**config.mk**
```make
export PLATFORM = sky130hd
export DESIGN_NAME = rtc_health_weekly_trigger
export DESIGN_NICKNAME = d
export VERILOG_FILES = /design/src/rhwt_pkg.sv /design/src/rtc_health_weekly_trigger.sv
export SDC_FILE = /design/constraint.sdc
export NUM_CORES = 1
export LEC_CHECK = 0
export BUFFER_PORTS_ARGS = -buffer_cell sky130_fd_sc_hd__buf_4
export CORE_ASPECT_RATIO = 1.5
export CORE_MARGIN = 1
export CORE_UTILIZATION = 25
export DETAILED_ROUTE_END_ITERATION = 8
export PLACE_DENSITY_LB_ADDON = 0.15
export SLEW_MARGIN = 20
export SYNTH_ARGS = -nofsm -noshare
export SYNTH_HDL_FRONTEND = slang
export SYNTH_SLANG_ARGS = --single-unit
```
**constraint.sdc**
```tcl
create_clock -name clk -period 9.7 [get_ports clk]
set_input_delay 0.485 -clock clk [delete_from_list [all_inputs] [get_ports clk]]
set_output_delay 0.485 -clock clk [all_outputs]
set_load 0.005 [all_outputs]
```
**src/rhwt_pkg.sv**
```systemverilog
// ----------------------------------------------------------------------------
// rhwt_pkg: shared types and constants for the weekly trigger
// Year limits, schedule ranges, register indexes, stream packing.
// ----------------------------------------------------------------------------
package rhwt_pkg;

  localparam int unsigned IN_DATA_W  = 72;
  localparam int unsigned OUT_DATA_W = 8;
  localparam int unsigned CFG_IDX_W  = 2;
  localparam int unsigned CFG_DATA_W = 32;

  localparam logic [11:0] YEAR_RECOVER = 12'd2020;
  localparam logic [11:0] YEAR_VALID   = 12'd2023;
  localparam logic [1:0]  ERR_LIMIT    = 2'd3;
  localparam logic [2:0]  DAYS         = 3'd7;
  localparam logic [4:0]  HOURS        = 5'd24;
  localparam logic [5:0]  MINUTES      = 6'd60;
  localparam logic [2:0]  NO_DAY       = 3'd7;

  localparam logic [2:0]  RST_DAY      = 3'd0;
  localparam logic [4:0]  RST_HOUR     = 5'd2;
  localparam logic [5:0]  RST_MINUTE   = 6'd0;
  localparam logic [31:0] RST_RETRY    = 32'd30000;

  typedef enum logic [CFG_IDX_W-1:0] {
    REG_SCHED_DAY    = 2'd0,
    REG_SCHED_HOUR   = 2'd1,
    REG_SCHED_MINUTE = 2'd2,
    REG_RETRY        = 2'd3
  } cfg_reg_t;

  typedef struct packed {
    logic [5:0]  read_minute;
    logic [4:0]  read_hour;
    logic [2:0]  read_day;
    logic [11:0] read_year;
    logic [11:0] probe_year;
    logic        probe_found;
    logic [31:0] now_ms;
  } tick_t;

  typedef struct packed {
    logic [1:0] error_run;
    logic       clock_fail;
    logic       start_pulse;
  } result_t;

  function automatic logic [2:0] wrap_day(input logic [2:0] v);
    return (v >= DAYS) ? 3'(v - DAYS) : v;
  endfunction

  function automatic logic [4:0] wrap_hour(input logic [4:0] v);
    return (v >= HOURS) ? 5'(v - HOURS) : v;
  endfunction

  function automatic logic [5:0] wrap_minute(input logic [5:0] v);
    return (v >= MINUTES) ? 6'(v - MINUTES) : v;
  endfunction

endpackage

```
**src/rtc_health_weekly_trigger.sv**
```systemverilog
// ----------------------------------------------------------------------------
// rtc_health_weekly_trigger: weekly start pulse with clock health tracking
//
// Input stream (in_*): one transfer per loop tick, carrying the ms time,
// the recovery probe result and the regular clock read. Output stream
// (out_*): one result per tick with start_pulse, clock_fail and error_run.
// Config channel (cfg_*): schedule day/hour/minute and retry interval,
// always ready; day, hour and minute are wrapped into range on write.
//
// A tick is captured in an input register, the health and schedule update
// runs combinationally between that register and the result register, so a
// result passes through both registers. Throughput is one tick per cycle
// while out_tready stays high, set by the combinational state update loop.
// When the receiver stalls, the result register holds and the input
// register takes one more tick; then in_tready drops until out_tready.
// Reset (rst_n low, synchronous) empties both registers, marks the clock
// faulty, clears the error run and held time, and loads the default
// schedule (Sunday 02:00, retry 30000 ms).
// ----------------------------------------------------------------------------
module rtc_health_weekly_trigger (
  input  logic                           clk,
  input  logic                           rst_n,
  // now_ms[31:0], probe_found[32], probe_year[44:33], read_year[56:45],
  // read_day[59:57], read_hour[64:60], read_minute[70:65], zero pad [71]
  input  logic [rhwt_pkg::IN_DATA_W-1:0]  in_tdata,
  input  logic                           in_tvalid,
  output logic                           in_tready,
  // start_pulse[0], clock_fail[1], error_run[3:2], zero pad [7:4]
  output logic [rhwt_pkg::OUT_DATA_W-1:0] out_tdata,
  output logic                           out_tvalid,
  input  logic                           out_tready,
  input  logic                           cfg_valid,
  output logic                           cfg_ready,
  input  logic [rhwt_pkg::CFG_IDX_W-1:0]  cfg_index,
  input  logic [rhwt_pkg::CFG_DATA_W-1:0] cfg_data
);
  import rhwt_pkg::*;

  logic [2:0]  sched_day_r;
  logic [4:0]  sched_hour_r;
  logic [5:0]  sched_minute_r;
  logic [31:0] retry_r;

  logic        in_valid_r;
  tick_t       tick_r;
  logic        out_valid_r;
  result_t     res_r;

  logic        clock_ok_r, clock_ok_nxt;
  logic [1:0]  bad_r, bad_nxt;
  logic [31:0] mark_r, mark_nxt;
  logic [2:0]  held_day_r, held_day_nxt;
  logic [4:0]  held_hour_r, held_hour_nxt;
  logic [5:0]  held_minute_r, held_minute_nxt;
  logic [2:0]  fired_r, fired_nxt;
  result_t     res_nxt;

  logic        advance;
  logic        go_read;
  logic [31:0] elapsed;

  assign advance    = !out_valid_r || out_tready;
  assign in_tready  = !in_valid_r || advance;
  assign cfg_ready  = 1'b1;
  assign out_tvalid = out_valid_r;
  assign out_tdata  = {4'b0000, res_r};
  assign elapsed    = tick_r.now_ms - mark_r;

  always_comb begin
    clock_ok_nxt    = clock_ok_r;
    bad_nxt         = bad_r;
    mark_nxt        = mark_r;
    held_day_nxt    = held_day_r;
    held_hour_nxt   = held_hour_r;
    held_minute_nxt = held_minute_r;
    fired_nxt       = fired_r;
    go_read         = 1'b1;

    // recovery attempt only while faulty and the retry interval is over
    if (!clock_ok_r) begin
      if (elapsed < retry_r) begin
        go_read = 1'b0;
      end else if (tick_r.probe_found && tick_r.probe_year >= YEAR_RECOVER) begin
        clock_ok_nxt = 1'b1;
        bad_nxt      = 2'd0;
      end else begin
        mark_nxt = tick_r.now_ms;
        go_read  = 1'b0;
      end
    end

    if (go_read) begin
      if (tick_r.read_year < YEAR_VALID) begin
        if (bad_nxt != ERR_LIMIT) begin
          bad_nxt = bad_nxt + 2'd1;
        end
        if (bad_nxt == ERR_LIMIT) begin
          clock_ok_nxt = 1'b0;
          mark_nxt     = tick_r.now_ms;
        end
      end else begin
        // new weekday re-arms the trigger
        if (tick_r.read_day != held_day_r) begin
          fired_nxt = NO_DAY;
        end
        held_day_nxt    = tick_r.read_day;
        held_hour_nxt   = tick_r.read_hour;
        held_minute_nxt = tick_r.read_minute;
        bad_nxt         = 2'd0;
        clock_ok_nxt    = 1'b1;
      end
    end

    res_nxt.start_pulse = 1'b0;
    if (clock_ok_nxt && held_day_nxt == sched_day_r && held_hour_nxt == sched_hour_r &&
        held_minute_nxt == sched_minute_r && fired_nxt != held_day_nxt) begin
      res_nxt.start_pulse = 1'b1;
      fired_nxt           = held_day_nxt;
    end
    res_nxt.clock_fail = !clock_ok_nxt || (bad_nxt == ERR_LIMIT);
    res_nxt.error_run  = bad_nxt;
  end

  always_ff @(posedge clk) begin
    if (!rst_n) begin
      sched_day_r    <= RST_DAY;
      sched_hour_r   <= RST_HOUR;
      sched_minute_r <= RST_MINUTE;
      retry_r        <= RST_RETRY;
      in_valid_r     <= 1'b0;
      out_valid_r    <= 1'b0;
      clock_ok_r     <= 1'b0;
      bad_r          <= 2'd0;
      mark_r         <= 32'd0;
      held_day_r     <= 3'd0;
      held_hour_r    <= 5'd0;
      held_minute_r  <= 6'd0;
      fired_r        <= NO_DAY;
    end else begin
      if (cfg_valid) begin
        case (cfg_reg_t'(cfg_index))
          REG_SCHED_DAY:    sched_day_r    <= wrap_day(cfg_data[2:0]);
          REG_SCHED_HOUR:   sched_hour_r   <= wrap_hour(cfg_data[4:0]);
          REG_SCHED_MINUTE: sched_minute_r <= wrap_minute(cfg_data[5:0]);
          REG_RETRY:        retry_r        <= cfg_data;
          default: ;
        endcase
      end
      if (in_tready) begin
        in_valid_r <= in_tvalid;
      end
      if (advance) begin
        out_valid_r <= in_valid_r;
        if (in_valid_r) begin
          clock_ok_r    <= clock_ok_nxt;
          bad_r         <= bad_nxt;
          mark_r        <= mark_nxt;
          held_day_r    <= held_day_nxt;
          held_hour_r   <= held_hour_nxt;
          held_minute_r <= held_minute_nxt;
          fired_r       <= fired_nxt;
        end
      end
    end
  end

  // payload registers
  always_ff @(posedge clk) begin
    if (in_tready && in_tvalid) begin
      tick_r <= tick_t'(in_tdata[$bits(tick_t)-1:0]);
    end
    if (advance && in_valid_r) begin
      res_r <= res_nxt;
    end
  end

  a_pulse_healthy: assert property (@(posedge clk) disable iff (!rst_n)
    out_valid_r && res_r.start_pulse |-> !res_r.clock_fail)
    else $error("start pulse while clock reported failed");

  a_run_limit_fails: assert property (@(posedge clk) disable iff (!rst_n)
    out_valid_r && res_r.error_run == ERR_LIMIT |-> res_r.clock_fail)
    else $error("error run at limit without clock_fail");

  a_fire_latch: assert property (@(posedge clk) disable iff (!rst_n)
    advance && in_valid_r && res_nxt.start_pulse |=> fired_r == held_day_r)
    else $error("fired day not latched after start pulse");

  a_ok_no_limit: assert property (@(posedge clk) disable iff (!rst_n)
    clock_ok_r |-> bad_r != ERR_LIMIT)
    else $error("clock marked good with error run at limit");

endmodule

```
==> metrics.txt <==
status=completed; RePlAce Congestion=0.8302; Num CTS Buffers=17; slew at the pin with the worst max-slew slack=1.008 ns; number of vias per cell=4.394; met1 usage=0.1373; Row Count=85; CP Launch Type=flop; CTS Sinks=173; CP Max Fanout=17; detail-routed net length per standard cell=14.94 µm; gr usage total=0.1299; Remaining DRCs=0; RSZ-0062 raised after global routing=no; max cap viols=0; first-pass GRT wire length=36260 µm; mapped cell area=9148 µm²; Post-Place Cells=1518; Yosys warning count=0; io pins=122; Hold Path Class=in -> reg; design area=11070 µm²; fraction of registers with async set/reset=0; cells after synthesis=958; Synth Flop Type=dfxtp_1; H-tree levels=4; clk buf depth=2; Die W=158.2 µm; antenna violations before repair=0; final number of hold-violating endpoints=0; post-synthesis sequential area ratio=0.4585; Post-synth EDFFs=73; crit path DAT=6.87 ns; global-route met2 utilization=0.2422; CTS tree=done; Fin Setup TNS=0 ns; VDD IR max=0.00008788 V; DP Area=10480 µm²; drt pass-1 iters=5; final setup vio count=0; Static Leakage=4.324 nW; most common cell after layout, fill and taps aside=nand2_1; vias in the first global route=6851; ant diodes=0; fin crit share=0.6682; number of synthesized register bits=173; die height=236.3 µm; Initial DRC Count=287; CP endpoint kind=flop; syn avg cell area=9.549 µm²; CTS root buffer=clkbuf_16; most frequent cells in the layout=nand2_1 (125), buf_4 (117), dfxtp_1 (100), inv_1 (86), a21oi_1 (76); skew final=0.01252 ns; post-CTS setup buffers=0; Reg clk slew, reported paths=0.08 ns; core footprint=35950 µm²; critical setup path kind=reg -> reg; worst hold slack=0.1996 ns; CTS Hold Buffers Added=0; Routed WL=23150 µm; Buffers on Ports=113; main area contributors after synthesis=edfxtp_1 (24%), dfxtp_1 (22%), ha_1 (8.9%); vias=6811; fin nets=1236; Clock Latency Late Sink=0.45 ns; final antenna-violating net count=0; Layout area overhead=21.04%; DIE AREA=37380 µm²; GR Util met3=0.02370; final worst path period need=6.482 ns; required time of the critical path=10.09 ns; post-CTS resize count=0; Relative slew margins=0.3283; Max Clock Freq=154.3 MHz; Starting Density=0.2545; Yosys top cell by area=edfxtp_1; Slew Viols, Final=0; Synth top area share=0.2396; GR Overflow Total=0; Most Crowded Layer GR=met2; Cell Count, Final, Fillers Out=1550; share of cells above drive strength 1=0.1558; hpwl dp=16740 µm; final core occ=0.3080; pwr/cell area=169.2 nW/µm²; Cell variety after synth=67; largest net degree at the start of global routing=103
worst paths after layout:
check | start | slack (ns) | depth (start not counted) | endpoint
setup reg to reg | tick_r[1] | 3.22 | 21 | fired_r[2]
hold / removal | in_tdata[57] | 0.20 | 1 | tick_r[57]
setup / recovery | tick_r[1] | 3.22 | 21 | fired_r[2]
hold reg to reg | retry_r[2] | 0.47 | 2 | retry_r[2]
report_power, final:
group | switching [mW] | internal (mW)
clock network | 0.348 | 0.348
logic | 0.196 | 0.161
registers | 0.0214 | 0.797
state kept, by name, indices dropped and copies added, names as in the netlist:
| name | flops |
|---|---|
| bad_r | 2 |
| out_tdata | 4 |
| held_hour_r | 5 |
| out_tvalid | 1 |
| held_day_r | 3 |
| in_valid_r | 1 |
| fired_r | 3 |
| retry_r | 32 |
| sched_day_r | 3 |
| mark_r | 32 |
| tick_r | 69 |
| sched_hour_r | 5 |
| sched_minute_r | 6 |
| clock_ok_r | 1 |
| held_minute_r | 6 |
area by class of cell:
type	count	area, µm²
Fill cell	3828	24880
Clock buffer	17	425.4
Sequential cell	173	4194
Multi-Input combinational cell	664	4487
Inverter	86	322.8
Clock inverter	15	166.4
Tap cell	478	598.1
Timing Repair Buffer	117	878.3
worst max-delay path: stages, from the launching register on:
cell      delay [ns]
edfxtp_1        0.44
ha_1            0.31
nor2b_1         0.14
o31a_1          0.28
o41a_1          0.37
a221oi_1        0.64
o221ai_1        0.35
a31oi_1         0.31
inv_1           0.11
a21o_1          0.19
a21oi_1         0.17
xnor2_1         0.10
ha_1            0.33
nand4_2         0.14
or4_4           0.59
a311oi_4        0.45
o21ai_4         0.28
or4_1           0.55
o311ai_1        0.09
o211a_1         0.20
nand3b_2        0.18
mux2i_1         0.20
synth_stat cells, types with 3 or more instances:
cell type,instances
and3_1,7
o21ai_0,22
o21a_1,6
nand3_1,16
a31oi_1,4
nand2_1,125
o221ai_1,6
dfxtp_1,100
nor3b_1,3
a21boi_0,45
o211ai_1,11
o22ai_1,3
a21oi_1,77
nor4_1,3
and2_1,4
a221oi_1,5
a21o_1,17
nor2_1,56
edfxtp_1,73
nand4_1,6
nor3_1,9
clkbuf_1,31
ha_1,65
o211a_1,6
mux2i_1,19
inv_1,86
or2_2,3
nor2b_1,42
xor2_1,16
xnor2_1,33
nand2b_1,5
buf_4,5
through the flow:
stage | setup WS, ns | power, mW
2_1_floorplan | 4.291 | 1.084
3_5_place_dp | 3.085 | 1.200
5_1_grt | 2.616 | 1.989
4_1_cts | 3.073 | 1.918
6_report | 3.218 | 1.873
3_3_place_gp | 3.089 | 1.198
per-layer routing:
layer | vias up | wire length, µm
met2 | 102 | 12610
li1 | 3540 | -
met3 | 31 | 603
met5 | - | 0
met4 | 0 | 596
met1 | 3138 | 9342
logic make-up after synthesis:
| logic type | share of synthesized area |
|---|---|
| and+or+nand+nor | 0.1518 |
| AOI/OAI and AO/OA | 0.1738 |
| DFF | 0.4585 |
| buffers and inverters | 0.05375 |
| adders and majority gates | 0.09110 |
| xor gates and xnor gates | 0.04692 |
| muxes | 0.02325 |
| other | 0.0008210 |
Note: power is estimated with default switching activity, not from simulation.
